<file path="src/hdl/utf8v_pkg.sv">
// Package for the UTF-8 validator: byte range constants, parser state type
// and the result saturation helper.
// No dependencies; used by utf8v_step and utf8_validate_and_count.
package utf8v_pkg;

	// Width of the internal character counter
	localparam int COUNT_BITS = 32;
	// Width of the char_count result field
	localparam int OUT_BITS   = 32;
	localparam int CMP_BITS   = (COUNT_BITS > OUT_BITS) ? COUNT_BITS : OUT_BITS;
	localparam logic [63:0] OUT_MAX = 64'h0000_0000_FFFF_FFFF;

	// Lead byte classes
	localparam logic [7:0] ASCII_MAX  = 8'h7f;
	localparam logic [7:0] LEAD2_MIN  = 8'hc2;
	localparam logic [7:0] LEAD2_MAX  = 8'hdf;
	localparam logic [7:0] LEAD3_MIN  = 8'he0;
	localparam logic [7:0] LEAD3_MAX  = 8'hef;
	localparam logic [7:0] LEAD4_MIN  = 8'hf0;
	localparam logic [7:0] LEAD4_MAX  = 8'hf4;

	// Leads with a narrowed first continuation range
	localparam logic [7:0] LEAD_E0    = 8'he0;
	localparam logic [7:0] LEAD_ED    = 8'hed;
	localparam logic [7:0] LEAD_F0    = 8'hf0;
	localparam logic [7:0] LEAD_F4    = 8'hf4;

	// Continuation byte bounds
	localparam logic [7:0] TAIL_MIN    = 8'h80;
	localparam logic [7:0] TAIL_MAX    = 8'hbf;
	localparam logic [7:0] TAIL_E0_MIN = 8'ha0;
	localparam logic [7:0] TAIL_ED_MAX = 8'h9f;
	localparam logic [7:0] TAIL_F0_MIN = 8'h90;
	localparam logic [7:0] TAIL_F4_MAX = 8'h8f;

	// Number of continuation bytes a lead asks for
	localparam logic [1:0] TAILS_NONE = 2'd0;
	localparam logic [1:0] TAILS_ONE  = 2'd1;
	localparam logic [1:0] TAILS_TWO  = 2'd2;
	localparam logic [1:0] TAILS_THREE = 2'd3;

	// Parser state carried between bytes of one buffer
	typedef struct packed {
		logic [1:0]            tails;
		logic [7:0]            lead;
		logic                  first_tail;
		logic [COUNT_BITS-1:0] count;
		logic                  err;
	} parse_state_t;

	// Clamp the internal count to the result field width
	function automatic logic [OUT_BITS-1:0] sat_count(input logic [COUNT_BITS-1:0] c);
		logic [CMP_BITS-1:0] wide;
		wide = CMP_BITS'(c);
		if (wide > CMP_BITS'(OUT_MAX))
			return '1;
		return wide[OUT_BITS-1:0];
	endfunction

endpackage

</file>
<file path="src/hdl/utf8v_step.sv">
// Next-state logic for one byte of the UTF-8 parser.
// Purely combinational; depends on utf8v_pkg.
module utf8v_step import utf8v_pkg::*; (
	input  parse_state_t cur,
	input  logic [7:0]   byte_in,
	output parse_state_t nxt
);

	logic [COUNT_BITS-1:0] count_inc;
	logic [7:0]            lo;
	logic [7:0]            hi;
	logic                  tail_ok;

	// Saturating character count
	assign count_inc = (cur.count != '1) ? cur.count + COUNT_BITS'(1) : cur.count;

	// Allowed continuation range; first tail narrowed by some leads
	always_comb begin
		lo = TAIL_MIN;
		hi = TAIL_MAX;
		if (cur.first_tail) begin
			if (cur.lead == LEAD_E0)
				lo = TAIL_E0_MIN;
			else if (cur.lead == LEAD_ED)
				hi = TAIL_ED_MAX;
			else if (cur.lead == LEAD_F0)
				lo = TAIL_F0_MIN;
			else if (cur.lead == LEAD_F4)
				hi = TAIL_F4_MAX;
		end
	end

	assign tail_ok = (byte_in >= lo) && (byte_in <= hi);

	// Lead decode or continuation check
	always_comb begin
		nxt = cur;
		if (cur.tails == TAILS_NONE) begin
			priority if (byte_in <= ASCII_MAX) begin
				nxt.count = count_inc;
			end else if (byte_in >= LEAD2_MIN && byte_in <= LEAD2_MAX) begin
				nxt.tails      = TAILS_ONE;
				nxt.lead       = byte_in;
				nxt.first_tail = 1'b1;
			end else if (byte_in >= LEAD3_MIN && byte_in <= LEAD3_MAX) begin
				nxt.tails      = TAILS_TWO;
				nxt.lead       = byte_in;
				nxt.first_tail = 1'b1;
			end else if (byte_in >= LEAD4_MIN && byte_in <= LEAD4_MAX) begin
				nxt.tails      = TAILS_THREE;
				nxt.lead       = byte_in;
				nxt.first_tail = 1'b1;
			end else begin
				nxt.err = 1'b1;
			end
		end else if (!tail_ok) begin
			// bad tail drops the character in progress
			nxt.err        = 1'b1;
			nxt.tails      = TAILS_NONE;
			nxt.first_tail = 1'b0;
		end else begin
			nxt.first_tail = 1'b0;
			nxt.tails      = cur.tails - 2'd1;
			if (cur.tails == TAILS_ONE)
				nxt.count = count_inc;
		end
	end

endmodule

</file>
<file path="src/hdl/utf8_validate_and_count.sv">
// UTF-8 validator and character counter, top level.
// A result passes through two register stages: the input register, then the result register.
// Throughput: one byte per cycle, but a last byte waits while the result slot is full and not read;
// the parser state loop is one register with combinational next-state logic. A result appears only
// for the byte marked tlast; parser state then clears. Reset (arst_n low, asynchronous) empties
// both registers and clears the parser state. Depends on utf8v_pkg and utf8v_step.
module utf8_validate_and_count import utf8v_pkg::*; (
	input  logic                clk,
	input  logic                arst_n,
	// input byte stream
	input  logic                s_axis_tvalid,
	output logic                s_axis_tready,
	input  logic [7:0]          s_axis_tdata,  // [7:0] data_byte
	input  logic                s_axis_tlast,  // last_byte
	// result stream
	output logic                m_axis_tvalid,
	input  logic                m_axis_tready,
	output logic [OUT_BITS-1:0] m_axis_tdata,  // [31:0] char_count
	output logic                m_axis_tuser   // invalid
);

	logic         valid_s1;
	logic [7:0]   byte_s1;
	logic         last_s1;
	parse_state_t state_q;
	parse_state_t state_nxt;
	logic         out_valid_q;
	logic [OUT_BITS-1:0] out_count_q;
	logic         out_invalid_q;
	logic         adv;
	logic         bad;

	// Stage 1 moves on unless it holds a last byte while the result slot is full and not being read
	assign adv = valid_s1 && (!last_s1 || !out_valid_q || m_axis_tready);
	assign s_axis_tready = !valid_s1 || adv;

	// Input register
	always_ff @(posedge clk or negedge arst_n) begin
		if (!arst_n) begin
			valid_s1 <= 1'b0;
		end else if (s_axis_tready) begin
			valid_s1 <= s_axis_tvalid;
		end
	end

	always_ff @(posedge clk) begin
		if (s_axis_tready && s_axis_tvalid) begin
			byte_s1 <= s_axis_tdata;
			last_s1 <= s_axis_tlast;
		end
	end

	utf8v_step u_step (
		.cur     (state_q),
		.byte_in (byte_s1),
		.nxt     (state_nxt)
	);

	assign bad = state_nxt.err || (state_nxt.tails != TAILS_NONE);

	// Parser state; cleared after each buffer
	always_ff @(posedge clk or negedge arst_n) begin
		if (!arst_n) begin
			state_q <= '0;
		end else if (adv) begin
			state_q <= last_s1 ? '0 : state_nxt;
		end
	end

	// Result register
	always_ff @(posedge clk or negedge arst_n) begin
		if (!arst_n) begin
			out_valid_q <= 1'b0;
		end else if (adv && last_s1) begin
			out_valid_q <= 1'b1;
		end else if (m_axis_tready) begin
			out_valid_q <= 1'b0;
		end
	end

	always_ff @(posedge clk) begin
		if (adv && last_s1) begin
			out_count_q   <= bad ? '0 : sat_count(state_nxt.count);
			out_invalid_q <= bad;
		end
	end

	assign m_axis_tvalid = out_valid_q;
	assign m_axis_tdata  = out_count_q;
	assign m_axis_tuser  = out_invalid_q;

	// Checks
	a_result_from_last: assert property (@(posedge clk) disable iff (!arst_n)
		$rose(out_valid_q) |-> $past(adv && last_s1))
		else $error("result appeared without a last byte");

	a_invalid_zero: assert property (@(posedge clk) disable iff (!arst_n)
		(out_valid_q && out_invalid_q) |-> (out_count_q == '0))
		else $error("invalid result carries a nonzero count");

	a_state_cleared: assert property (@(posedge clk) disable iff (!arst_n)
		(adv && last_s1) |=> (state_q == '0))
		else $error("parser state not cleared after buffer end");

	a_first_tail: assert property (@(posedge clk) disable iff (!arst_n)
		state_q.first_tail |-> (state_q.tails != TAILS_NONE))
		else $error("first tail pending with no tails expected");

endmodule

</file>
<file path="config.mk">
export PLATFORM = sky130hd
export DESIGN_NAME = utf8_validate_and_count
export DESIGN_NICKNAME = d
export VERILOG_FILES = /design/src/hdl/utf8v_pkg.sv /design/src/hdl/utf8v_step.sv /design/src/hdl/utf8_validate_and_count.sv
export SDC_FILE = /design/constraint.sdc
export NUM_CORES = 1
export LEC_CHECK = 0
export BUFFER_PORTS_ARGS = -buffer_cell sky130_fd_sc_hd__buf_4
export CORE_UTILIZATION = 44
export DETAILED_ROUTE_END_ITERATION = 10
export PLACE_DENSITY = 0.67
export SETUP_SLACK_MARGIN = 0.02
export SLEW_MARGIN = 40
export SYNTH_ARGS = -nofsm -noshare
export SYNTH_HDL_FRONTEND = slang
export SYNTH_SLANG_ARGS = --single-unit
</file>
<file path="constraint.sdc">
create_clock -name clk -period 3.2 [get_ports clk]
set_input_delay 0.16 -clock clk [delete_from_list [all_inputs] [get_ports clk]]
set_output_delay 0.16 -clock clk [all_outputs]
set_load 0.05 [all_outputs]
</file>
==> out/qor.txt, run 1 <==
Post-synth EDFFs: 42
R2R Path Start: state_q[35]
Post-DP Area: 5270 um^2
Root Buffer: clkbuf_8
Vias: 3944
initial antenna violation count: 0
CP Max Fanout: 5
final worst-path cycle share: 102%
IO Pins: 48
post-route cell area: 5800 um^2
drt initial violations: 249
CTS Buf Count: 9
DR WL/cell: 16.4 um
Fmax: 307 MHz
sequential area share after synthesis: 51.2%
violated checks: negative setup slack
worst hold slack: 351 ps
CP Data Arrival Time: 3550 ps
Post-Synth XOR/XNOR Area: 5.58%
outcome: complete, but fails checks
adder-cell share of the synthesized area: 1.86%
RSZ-0062 raised after global routing: yes
Crit. End Element: flop
Pleak: 2.31 nW
Non-Filler Instances: 676
crit path launch type: flop
fin nets: 555
Post-DP HPWL: 7190 um
crit path time final: 3260 ps
Top FF cell, synth: dfrtp_1
r2r worst-path depth: 12
first-pass GRT wire length: 18100 um
MaxCap Viol Count: 0
Die Wd: 105 um
number of fill cells: 912
area grow syn2layout: 23.3%
mux share of post-synthesis cell area: 0.239%
FP Rows: 37
number of diodes: 0
Final ANT Viol Nets: 0
layout cells sized above 1: 21.5%
Compound-Gate Fraction of Synth Area: 15.4%
Total Wirelength: 11100 um
simple-gate share of the synthesized area: 21.7%
core box area: 10400 um^2
Layout Skew: 12.7 ps
type of the worst min-delay path: in -> async
final setup fails: 34
main combinational cell family by area after synthesis: simple AND/OR/NAND/NOR gates
largest net degree at the start of global routing: 47
Post-Syn Area: 4710 um^2
reg2reg end: state_q[26]
pwr/cell area: 449 nW/um^2
First-pass DRT Iterations: 4
Die Y: 105 um
top cells by area, synth: edfxtp_1 (27%), dfrtp_1 (24%), nor2_1 (3.7%)
Clk Latency, worst-skew pair: 370 ps
pre-CTS setup slack: -154 ps
Fin. Hold Viols: 0
Syn Inst Count: 467
DR vias/cell: 5.83
Max rail drop VDD: 0.210 mV
gp weighted congestion: 0.819
Pwr Total: 0.00261 W
Placed Cells: 640
initial cell density of the core: 45.4%
Async S/R FF share, synth: 52.3%
CTS clk-pin slew, worst paths: 90 ps
reg2reg setup slack: -60 ps
clock sink count: 88
count of pins over their slew limit: 0
worst slew pin tran: 781 ps
CTS tree: done
post-synth cell types: 54
relative slew slack: 47.9%
H-tree lvl count: 3
CP Class: reg -> reg
syn_area_per_cell: 10.1 um^2
Worst EP required: 3490 ps
vias in the first global route: 3886
CTS max path bufs: 2
Ys Warns: 0
total grt overflow: 0
largest area contributor in the synthesized netlist: edfxtp_1
GRT Total Usage: 20.7%
Port Buf Inserts: 47
DRC Markers: 0
#FFs+latches synth: 88
area share of the largest cell type after synthesis: 26.8%
Net Count, Synth: 487
Die ar.: 11100 um^2
Worst Slack Setup Final: -61.6 ps
[repair_timing]
action / 4_1_cts / 5_1_grt
cloned: 0 / 1
hold endpoints to repair: 57 / 0
setup buffers: 1 / 6
hold buffers: 12 / 0
gates resized for setup: 2 / 32
pin swaps: 1 / 14
setup endpoints to repair: 41 / 53
[worst max-delay path by stage]
stage                     start                to  slack (ps)  depth (start not counted)
global route        state_q[35]  m_axis_tdata[18]        -230                         13
detailed placement  state_q[35]   m_axis_tdata[1]        -150                         13
floorplan           state_q[35]      m_axis_tuser         120                         13
finish              state_q[35]       state_q[26]         -60                         12
CTS                 state_q[35]  m_axis_tdata[20]          40                         11
global placement    state_q[35]      m_axis_tuser         -50                         12
[synth_stat cells, types with 8 or more instances]
master / instances
dfrtp_1: 46
nor2_1: 46
edfxtp_1: 42
nand2_1: 30
o21ai_0: 30
clkbuf_1: 19
a21oi_1: 18
xnor2_1: 18
and3_1: 17
inv_1: 17
nand4_1: 16
nand3_1: 14
xor2_1: 12
o31ai_1: 11
nor3_1: 10
or3_1: 10
a22o_1: 8
and2_1: 8
[layout by cell type, fill, tap and decap left out, types with 6 or more instances in the layout]
master         netlist  routed
a21oi_1             18      15
a22o_1               8       8
a31oi_1              6       6
and2_1               8       8
and3_1              17      17
and4_1               6       6
buf_4                0      67
clkbuf_8             0      10
dfrtp_1             46      46
dlygate4sd3_1        0      12
edfxtp_1            42      42
ha_1                 7       7
inv_1               17      17
nand2_1             30      29
nand3_1             14      13
nand4_1             16      16
nor2_1              46      41
nor3_1              10       7
o21ai_0             30      28
o31ai_1             11      11
or3_1               10       8
xnor2_1             18      18
xor2_1              12      12
[report_power, final]
group | total (W) | internal, W | switching [W]
sequential | 0.00129 | 0.00124 | 0.0000456
clock | 0.000789 | 0.000400 | 0.000389
combinational | 0.000529 | 0.000193 | 0.000336
total | 0.00261 | 0.00184 | 0.000770
[cell type report]
| cell class | instances | area [um^2] | share of cell area (%) |
|---|---|---|---|
| Tap cell | 136 | 170 | 2.93 |
| Clock buffer | 15 | 199 | 3.43 |
| Timing Repair Buffer | 84 | 688 | 11.9 |
| Clock inverter | 1 | 6.26 | 0.108 |
| Sequential cell | 88 | 2410 | 41.6 |
| Multi-Input combinational cell | 334 | 2260 | 39.0 |
| Inverter | 18 | 67.6 | 1.16 |
[kinds of logic after synthesis]
group | after synthesis
simple gates | 189
mux | 1
xor+xnor | 30
buf+inv | 46
compound gates | 106
flops | 88
fa+ha+maj | 7
[registers in the layout, indices dropped and copies added (netlist names)]
name	cells
byte_s1	8
last_s1	1
m_axis_tdata	32
m_axis_tuser	1
m_axis_tvalid	1
state_q	44
valid_s1	1
[worst max-delay path, cell delays in order (launching register included)]
cell       delay [ps]
dfrtp_1           390
nor2b_1           110
nand4_1           130
nor3_2            260
nand2_1            80
ha_1              290
and3b_1           200
a2111oi_4         100
buf_4             160
o41a_1            470
or4b_4            590
or3_1             320
o21ai_0            80
[metal layers]
layer	GRT usage, %	wire length (um)
met1	25.7	4760
met2	34.9	5610
met3	3.59	500
met4	9.76	217
met5	0	0
[metrics by stage]
stage | TNS (ps) | utilization [%]
after floorplan | 0 | -
after global placement | -256 | 50.8
after detailed placement | -3880 | 50.8
after CTS | 0 | 54.1
after global routing | -8120 | 56.0
final | -1450 | 56.0
Power figures use the tool's default switching activity.
==> run 2, diff against run 1 <==
--- a/config.mk
+++ b/config.mk
@@ -14,3 +14,4 @@
 export SYNTH_ARGS = -nofsm -noshare
 export SYNTH_HDL_FRONTEND = slang
 export SYNTH_SLANG_ARGS = --single-unit
+export TNS_END_PERCENT = 30
==> out/qor.txt, run 2 (same netlist as run 1, synthesis figures left out) <==
outcome: complete, but fails checks (unchanged)
violated checks: negative setup slack (unchanged)
gp weighted congestion: 0.819 (unchanged)
DR vias/cell: 5.87 (was 5.83)
DR WL met2: 5550 um (was 5610 um)
Vias: 3951 (was 3944)
max reg flops: 44 (unchanged)
DRC Markers: 0 (unchanged)
GRT Total Usage: 20.7% (unchanged)
cell count along the critical path: 12 (unchanged)
number of diodes: 0 (unchanged)
Crit-path slowest cell: or4_4 (was or4b_4)
total grt overflow: 0 (unchanged)
First-pass DRT Iterations: 5 (was 4)
r2r worst-path depth: 12 (unchanged)
Fmax: 306 MHz (was 307 MHz)
type of the worst min-delay path: in -> async (unchanged)
initial cell density of the core: 45.4% (unchanged)
M1 wire length: 4750 um (was 4760 um)
CP Class: reg -> reg (unchanged)
worst slew pin tran: 805 ps (was 781 ps)
combinational group share of total power: 19.7% (was 20.3%)
CTS tree: done (unchanged)
Clk Latency, worst-skew pair: 370 ps (about the same)
cell family with most CP delay: simple AND/OR/NAND/NOR gates (unchanged)
DR WL met3: 524 um (was 500 um)
largest net degree at the start of global routing: 47 (unchanged)
Root Buffer: clkbuf_8 (unchanged)
Die Wd: 105 um (unchanged)
Die Y: 105 um (unchanged)
count of pins over their slew limit: 0 (unchanged)
CTS clk-pin slew, worst paths: 90 ps (about the same)
crit path from: state_q[35] (unchanged)
Port Buf Inserts: 47 (unchanged)
core box area: 10400 um^2 (unchanged)
CP Data Arrival Time: 3390 ps (was 3550 ps)
MaxCap Viol Count: 0 (unchanged)
CP Max Fanout: 13 (was 5)
Worst Slack Setup Final: -71.8 ps (was -61.6 ps)
Post-DP HPWL: 7190 um (unchanged)
post-route cell area: 5770 um^2 (was 5800 um^2)
CTS Buf Count: 9 (unchanged)
R2R Path Start: state_q[35] (unchanged)
Seq pwr share: 49.8% (was 49.4%)
vias in the first global route: 3886 (unchanged)
DR top layer: met4 (unchanged)
FP Rows: 37 (unchanged)
Die ar.: 11100 um^2 (unchanged)
commonest cells after routing, fill and taps aside: buf_4 (65), dfrtp_1 (46), edfxtp_1 (42) (was buf_4 (67), dfrtp_1 (46), edfxtp_1 (42))
Worst EP required: 3310 ps (was 3490 ps)
worst hold slack: 352 ps (was 351 ps)
Total Wirelength: 11100 um (about the same)
final setup fails: 34 (unchanged)
relative slew slack: 46.4% (was 47.9%)
CTS max path bufs: 2 (unchanged)
RSZ-0062 raised after global routing: yes (unchanged)
Pint: 0.00182 W (was 0.00184 W)
first-pass GRT wire length: 18100 um (unchanged)
clock sink count: 88 (unchanged)
crit path time final: 3270 ps (was 3260 ps)
Clock power frac: 30.5% (was 30.3%)
Final ANT Viol Nets: 0 (unchanged)
initial antenna violation count: 0 (unchanged)
IO Pins: 48 (unchanged)
Post-DP Area: 5270 um^2 (unchanged)
layout cells sized above 1: 20.9% (was 21.5%)
pwr/cell area: 449 nW/um^2 (about the same)
fin nets: 552 (was 555)
crit path launch type: flop (unchanged)
Pleak: 2.29 nW (was 2.31 nW)
Layout Skew: 13.3 ps (was 12.7 ps)
Sw Share: 29.6% (was 29.5%)
drt initial violations: 237 (was 249)
crit path cell chain: nor2b_1 > nand4_1 > nor3_2 > nand2_1 > nor2_1 > ha_1 > and3b_1 > a2111oi_4 > or3_4 > o22ai_1 > or4_4 > buf_6 (was nor2b_1 > nand4_1 > nor3_2 > nand2_1 > ha_1 > and3b_1 > a2111oi_4 > buf_4 > o41a_1 > or4b_4 > or3_1 > o21ai_0)
DR WL/cell: 16.4 um (about the same)
area grow syn2layout: 22.5% (was 23.3%)
Largest Register: state_q (unchanged)
crit path buf inv count: 1 (unchanged)
Placed Cells: 640 (unchanged)
Max rail drop VDD: 0.204 mV (was 0.210 mV)
Crit. End Element: flop (unchanged)
Non-Filler Instances: 673 (was 676)
Post-Route Setup TNS: -1810 ps (was -1450 ps)
switching pwr: 0.000766 W (was 0.000770 W)
commonest non-fill, non-tap cell in the layout: buf_4 (unchanged)
Fin. Hold Viols: 0 (unchanged)
H-tree lvl count: 3 (unchanged)
max incr delay on CP: 600 ps (was 590 ps)
final worst-path cycle share: 102% (about the same)
## run 2: cell count changes in the layout (fill, tap and decap cells not counted), sizes merged
| cell | before | now |
|---|---|---|
| buf | 72 | 69 |
## run 2: layout make-up
type	count	area (um^2)
Tap cell	136	170
Fill cell	916	4600
Clock buffer	15	199
Timing Repair Buffer	81	662
Sequential cell	88	2410
Clock inverter	1	6.26
Inverter	18	67.6
Multi-Input combinational cell	334	2250
## run 2: repair_timing
action | 4_1_cts | 5_1_grt
resized for setup | 2 | 28
gates cloned | 0 | 1
buffers inserted | 1 | 3
endpoints found under the setup margin | 41 | 53
pin swaps | 1 | 13
endpoints found under the hold margin | 57 | 0
hold buffers | 12 | 0
## run 2: metal layers
| metal | GRT usage, % | up-vias |
|---|---|---|
| li1 | - | 1856 |
| met1 | 25.7 | 1924 |
| met2 | 34.9 | 148 |
| met3 | 3.59 | 23 |
| met4 | 9.76 | 0 |
| met5 | 0 | - |
## run 2: path summary, 6_finish.rpt
| kind | end | slack [ps] |
|---|---|---|
| worst max-delay path | m_axis_tuser | -70 |
| worst min-delay path | state_q[11] | 350 |
| worst max register to register | m_axis_tuser | -70 |
| worst min register to register | state_q[40] | 500 |
| max in group asynchronous | state_q[30] | 2430 |
| min in group clk | state_q[40] | 500 |
## run 2: power groups by stage
stage / registers, W / logic [W] / clock network (W)
floorplan: 0.00137 / 0.000236 / 0
global placement: 0.00131 / 0.000444 / 0
detailed placement: 0.00131 / 0.000454 / 0
CTS: 0.00129 / 0.000471 / 0.000807
global route: 0.00130 / 0.000553 / 0.000849
finish: 0.00129 / 0.000511 / 0.000791
## run 2: through the flow
stage / worst slack, ps / util, % / total power [W]
3_5_place_dp: -154 / 50.8 / 0.00176
5_1_grt: -235 / 55.6 / 0.00270
6_report: -71.8 / 55.6 / 0.00259
4_1_cts: 44.6 / 54.1 / 0.00257
3_3_place_gp: -45.5 / 50.8 / 0.00175
2_1_floorplan: 123 / - / 0.00160
## run 2: worst register-to-register path, cell delays in order, from the launching register on
cell and delay (ps):
dfrtp_1 390, nor2b_1 110, nand4_1 130, nor3_2 260, nand2_1 80, nor2_1 90
ha_1 230, and3b_1 210, a2111oi_4 460, or3_4 210, o22ai_1 90, or4_4 600
buf_6 180
==> run 3, diff against run 2 <==
--- a/config.mk
+++ b/config.mk
@@ -5,10 +5,11 @@
 export SDC_FILE = /design/constraint.sdc
 export NUM_CORES = 1
 export LEC_CHECK = 0
+export ABC_AREA = 1
 export BUFFER_PORTS_ARGS = -buffer_cell sky130_fd_sc_hd__buf_4
 export CORE_UTILIZATION = 44
 export DETAILED_ROUTE_END_ITERATION = 10
-export PLACE_DENSITY = 0.67
+export PLACE_DENSITY = 0.66
 export SETUP_SLACK_MARGIN = 0.02
 export SLEW_MARGIN = 40
 export SYNTH_ARGS = -nofsm -noshare
==> out/qor.txt, run 3 <==
reg2reg end: m_axis_tdata[14] (was m_axis_tuser)
largest area contributor in the synthesized netlist: nand2_1 (was edfxtp_1)
Layout Skew: 12.3 ps (was 13.3 ps)
area share of the largest cell type after synthesis: 22.8% (was 26.8%)
Port Buf Inserts: 47 (unchanged)
total grt overflow: 0 (unchanged)
RSZ-0062 raised after global routing: no (was yes)
relative slew slack: 57.3% (was 46.4%)
Root Buffer: clkbuf_16 (was clkbuf_8)
#FFs+latches synth: 88 (unchanged)
H-tree lvl count: 3 (unchanged)
Worst EP required: 3310 ps (about the same)
syn_area_per_cell: 6.83 um^2 (was 10.1 um^2)
Die ar.: 13700 um^2 (was 11100 um^2)
Post-Syn Area: 5840 um^2 (was 4710 um^2)
clock sink count: 88 (unchanged)
Crit. End Element: flop (unchanged)
CTS clk-pin slew, worst paths: 70 ps (was 90 ps)
worst hold slack: 14.3 ps (was 352 ps)
r2r worst-path depth: 15 (was 12)
vias in the first global route: 4873 (was 3886)
GRT Total Usage: 22.8% (was 20.7%)
FF/Latch Area: 2410 um^2 (unchanged)
core box area: 12800 um^2 (was 10400 um^2)
top-count cell post-synth: nand2_1
final setup fails: 0 (was 34)
CTS max path bufs: 2 (unchanged)
IO Pins: 48 (unchanged)
DR WL/cell: 13.2 um (was 16.4 um)
commonest cells after routing, fill and taps aside: nand2_1 (355), inv_1 (89), nor2_1 (76) (was buf_4 (65), dfrtp_1 (46), edfxtp_1 (42))
first-pass GRT wire length: 24000 um (was 18100 um)
Post-Route Utilization: 53.1% (was 55.6%)
gp weighted congestion: 0.892 (was 0.819)
Die Wd: 117 um (was 105 um)
crit path time final: 2860 ps (was 3270 ps)
drt initial violations: 395 (was 237)
pwr/cell area: 549 nW/um^2 (was 449 nW/um^2)
crit path from: state_q[38] (was state_q[35])
Largest Register: state_q (unchanged)
crit path launch type: flop (unchanged)
Crit path top cell by count: nand2_1
Commonest cells post-synth: nand2_1 (355), inv_1 (89), nor2_1 (77), a21oi_1 (72), nand3_1 (56) (was dfrtp_1 (46), nor2_1 (46), edfxtp_1 (42), nand2_1 (30), o21ai_0 (30))
Total Wirelength: 14400 um (was 11100 um)
CP Data Arrival Time: 2980 ps (was 3390 ps)
Die Y: 117 um (was 105 um)
sequential area share after synthesis: 41.3% (was 51.2%)
DR vias/cell: 4.96 (was 5.87)
CP Max Fanout: 21 (was 13)
final worst-path cycle share: 89.5% (was 102%)
switching pwr: 0.00144 W (was 0.000766 W)
count of pins over their slew limit: 0 (unchanged)
Async S/R FF share, synth: 52.3% (unchanged)
initial cell density of the core: 45.7% (was 45.4%)
max incr delay on CP: 350 ps (was 600 ps)
top cells by area, synth: nand2_1 (23%), edfxtp_1 (22%), dfrtp_1 (20%) (was edfxtp_1 (27%), dfrtp_1 (24%), nor2_1 (3.7%))
combinational group share of total power: 32.4% (was 19.7%)
area grow syn2layout: 16.1% (was 22.5%)
Top FF cell, synth: dfrtp_1 (unchanged)
Vias: 5385 (was 3951)
R2R Path Start: state_q[38] (was state_q[35])
Post-synth EDFFs: 42 (unchanged)
Final ANT Viol Nets: 0 (unchanged)
initial antenna violation count: 0 (unchanged)
Setup Fix Bufs, Post-CTS: 0 (was 1)
Multi-input gate area: 2940 um^2 (was 2250 um^2)
Clock power frac: 29.5% (was 30.5%)
crit path cell chain: inv_1 > nor4_1 > nand4_1 > a21oi_1 > ha_1 > nand2_1 > nand2_1 > nand2_1 > nand2_1 > nand2_1 > nand3_2 > buf_4 > nor2_1 > o21ai_1 > and2_1 (was nor2b_1 > nand4_1 > nor3_2 > nand2_1 > nor2_1 > ha_1 > and3b_1 > a2111oi_4 > or3_4 > o22ai_1 > or4_4 > buf_6)
CP endpoint: m_axis_tdata[14] (was m_axis_tuser)
FP Rows: 41 (was 37)
number of fill cells: 1241 (was 916)
Sw Share: 38.8% (was 29.6%)
worst slew pin tran: 641 ps (was 805 ps)
CP Class: reg -> reg (unchanged)
Pleak: 3.20 nW (was 2.29 nW)
Max rail drop VDD: 0.331 mV (was 0.204 mV)
CTS tree: done (unchanged)
Pint: 0.00228 W (was 0.00182 W)
max reg flops: 44 (unchanged)
Ys Warns: 0 (unchanged)
commonest non-fill, non-tap cell in the layout: nand2_1 (was buf_4)
Clk Latency, worst-skew pair: 360 ps (was 370 ps)
number of diodes: 0 (unchanged)
CTS Buf Count: 9 (unchanged)
largest net degree at the start of global routing: 47 (unchanged)
layout cells sized above 1: 11.9% (was 20.9%)
Fmax: 349 MHz (was 306 MHz)
Net Count, Synth: 874 (was 487)
reg2reg setup slack: 340 ps (was -70 ps)
Post-Route Setup TNS: 0 ps (was -1810 ps)
Fin. Hold Viols: 0 (unchanged)
post-synth cell types: 36 (was 54)
Syn Inst Count: 854 (was 467)
Seq pwr share: 38.1% (was 49.8%)
First-pass DRT Iterations: 5 (unchanged)
MaxCap Viol Count: 0 (unchanged)
Crit-path slowest cell: dfrtp_1 (was or4_4)
type of the worst min-delay path: in -> reg (was in -> async)
DRC Markers: 0 (unchanged)
outcome: completed (was complete, but fails checks)
fin nets: 928 (was 552)
Post-DP HPWL: 9900 um (was 7190 um)
-- run 3: changes by cell type after synthesis, moves of 17 or more --
cell and delta:
nand2_1 +325, inv_1 +72, a21oi_1 +54, nand3_1 +42, nor2_1 +31, xnor2_1 -18, and3_1 -17
-- run 3: through the flow --
step	cells	worst slack [ps]	power, W	area [um^2]
finish	1085	338	0.00372	6780
global route	1085	33.3	0.00393	6780
CTS	1085	333	0.00375	6780
detailed placement	1059	358	0.00263	6370
global placement	1059	435	0.00263	6370
floorplan	854	722	0.00227	5840
-- run 3: power by group through the flow --
stage                     Combinational [W]  Clock [W]  Sequential [W]
after floorplan                    0.000737          0         0.00153
after global placement              0.00119          0         0.00144
after detailed placement            0.00120          0         0.00144
after CTS                           0.00121    0.00112         0.00142
after global routing                0.00134    0.00115         0.00144
final                               0.00121    0.00110         0.00142
-- run 3: worst min path at each step --
stage | startpoint | to | slack, ps | cells after the start
3_5_place_dp | arst_n | state_q[35] | 240 | 1
6_report | s_axis_tvalid | valid_s1 | 10 | 3
3_3_place_gp | arst_n | state_q[34] | 230 | 1
2_1_floorplan | arst_n | m_axis_tvalid | -140 | 0
4_1_cts | s_axis_tvalid | valid_s1 | 8 | 3
5_1_grt | m_axis_tready | m_axis_tvalid | 40 | 2
-- run 3: cell type report --
class | count | share of cell area, %
Multi-Input combinational cell | 645 | 43.3
Tap cell | 172 | 3.17
Sequential cell | 88 | 35.6
Clock buffer | 10 | 3.38
Timing Repair Buffer | 70 | 8.12
Clock inverter | 6 | 1.13
Inverter | 94 | 5.28
-- run 3: cell families (layout without fill, tap and decap cells) --
| kind of cell | after synthesis | count (layout) | synth area share, % |
|---|---|---|---|
| xor+xnor | 2 | 2 | 0.300 |
| fa+ha+maj | 7 | 7 | 1.50 |
| flops | 88 | 88 | 41.3 |
| simple gates | 527 | 527 | 38.3 |
| compound gates | 109 | 109 | 10.1 |
| buf+inv | 121 | 180 | 8.38 |
-- run 3: critical path, delay by kind of cell, from the launching register on --
family,cells,cell delay [ps]
AO/OA/AOI/OAI,2,270
adder cells (fa/ha/maj),1,250
buffers and inverters,2,360
flip-flops,1,350
AND/OR/NAND/NOR,10,1370
-- run 3: per-layer routing --
layer | up-vias | share of wire (%) | global-route usage, %
li1 | 2841 | - | -
met1 | 2378 | 50 | 32.4
met2 | 145 | 44 | 35.1
met3 | 21 | 4.3 | 3.35
met4 | 0 | 1.9 | 8.78
met5 | - | 0 | 0
-- run 3: what timing repair did --
action / in CTS / in global routing
endpoints found under the setup margin: 0 / 1
hold buffers: 10 / 0
hold endpoints to repair: 55 / 0
resized for setup: 0 / 1
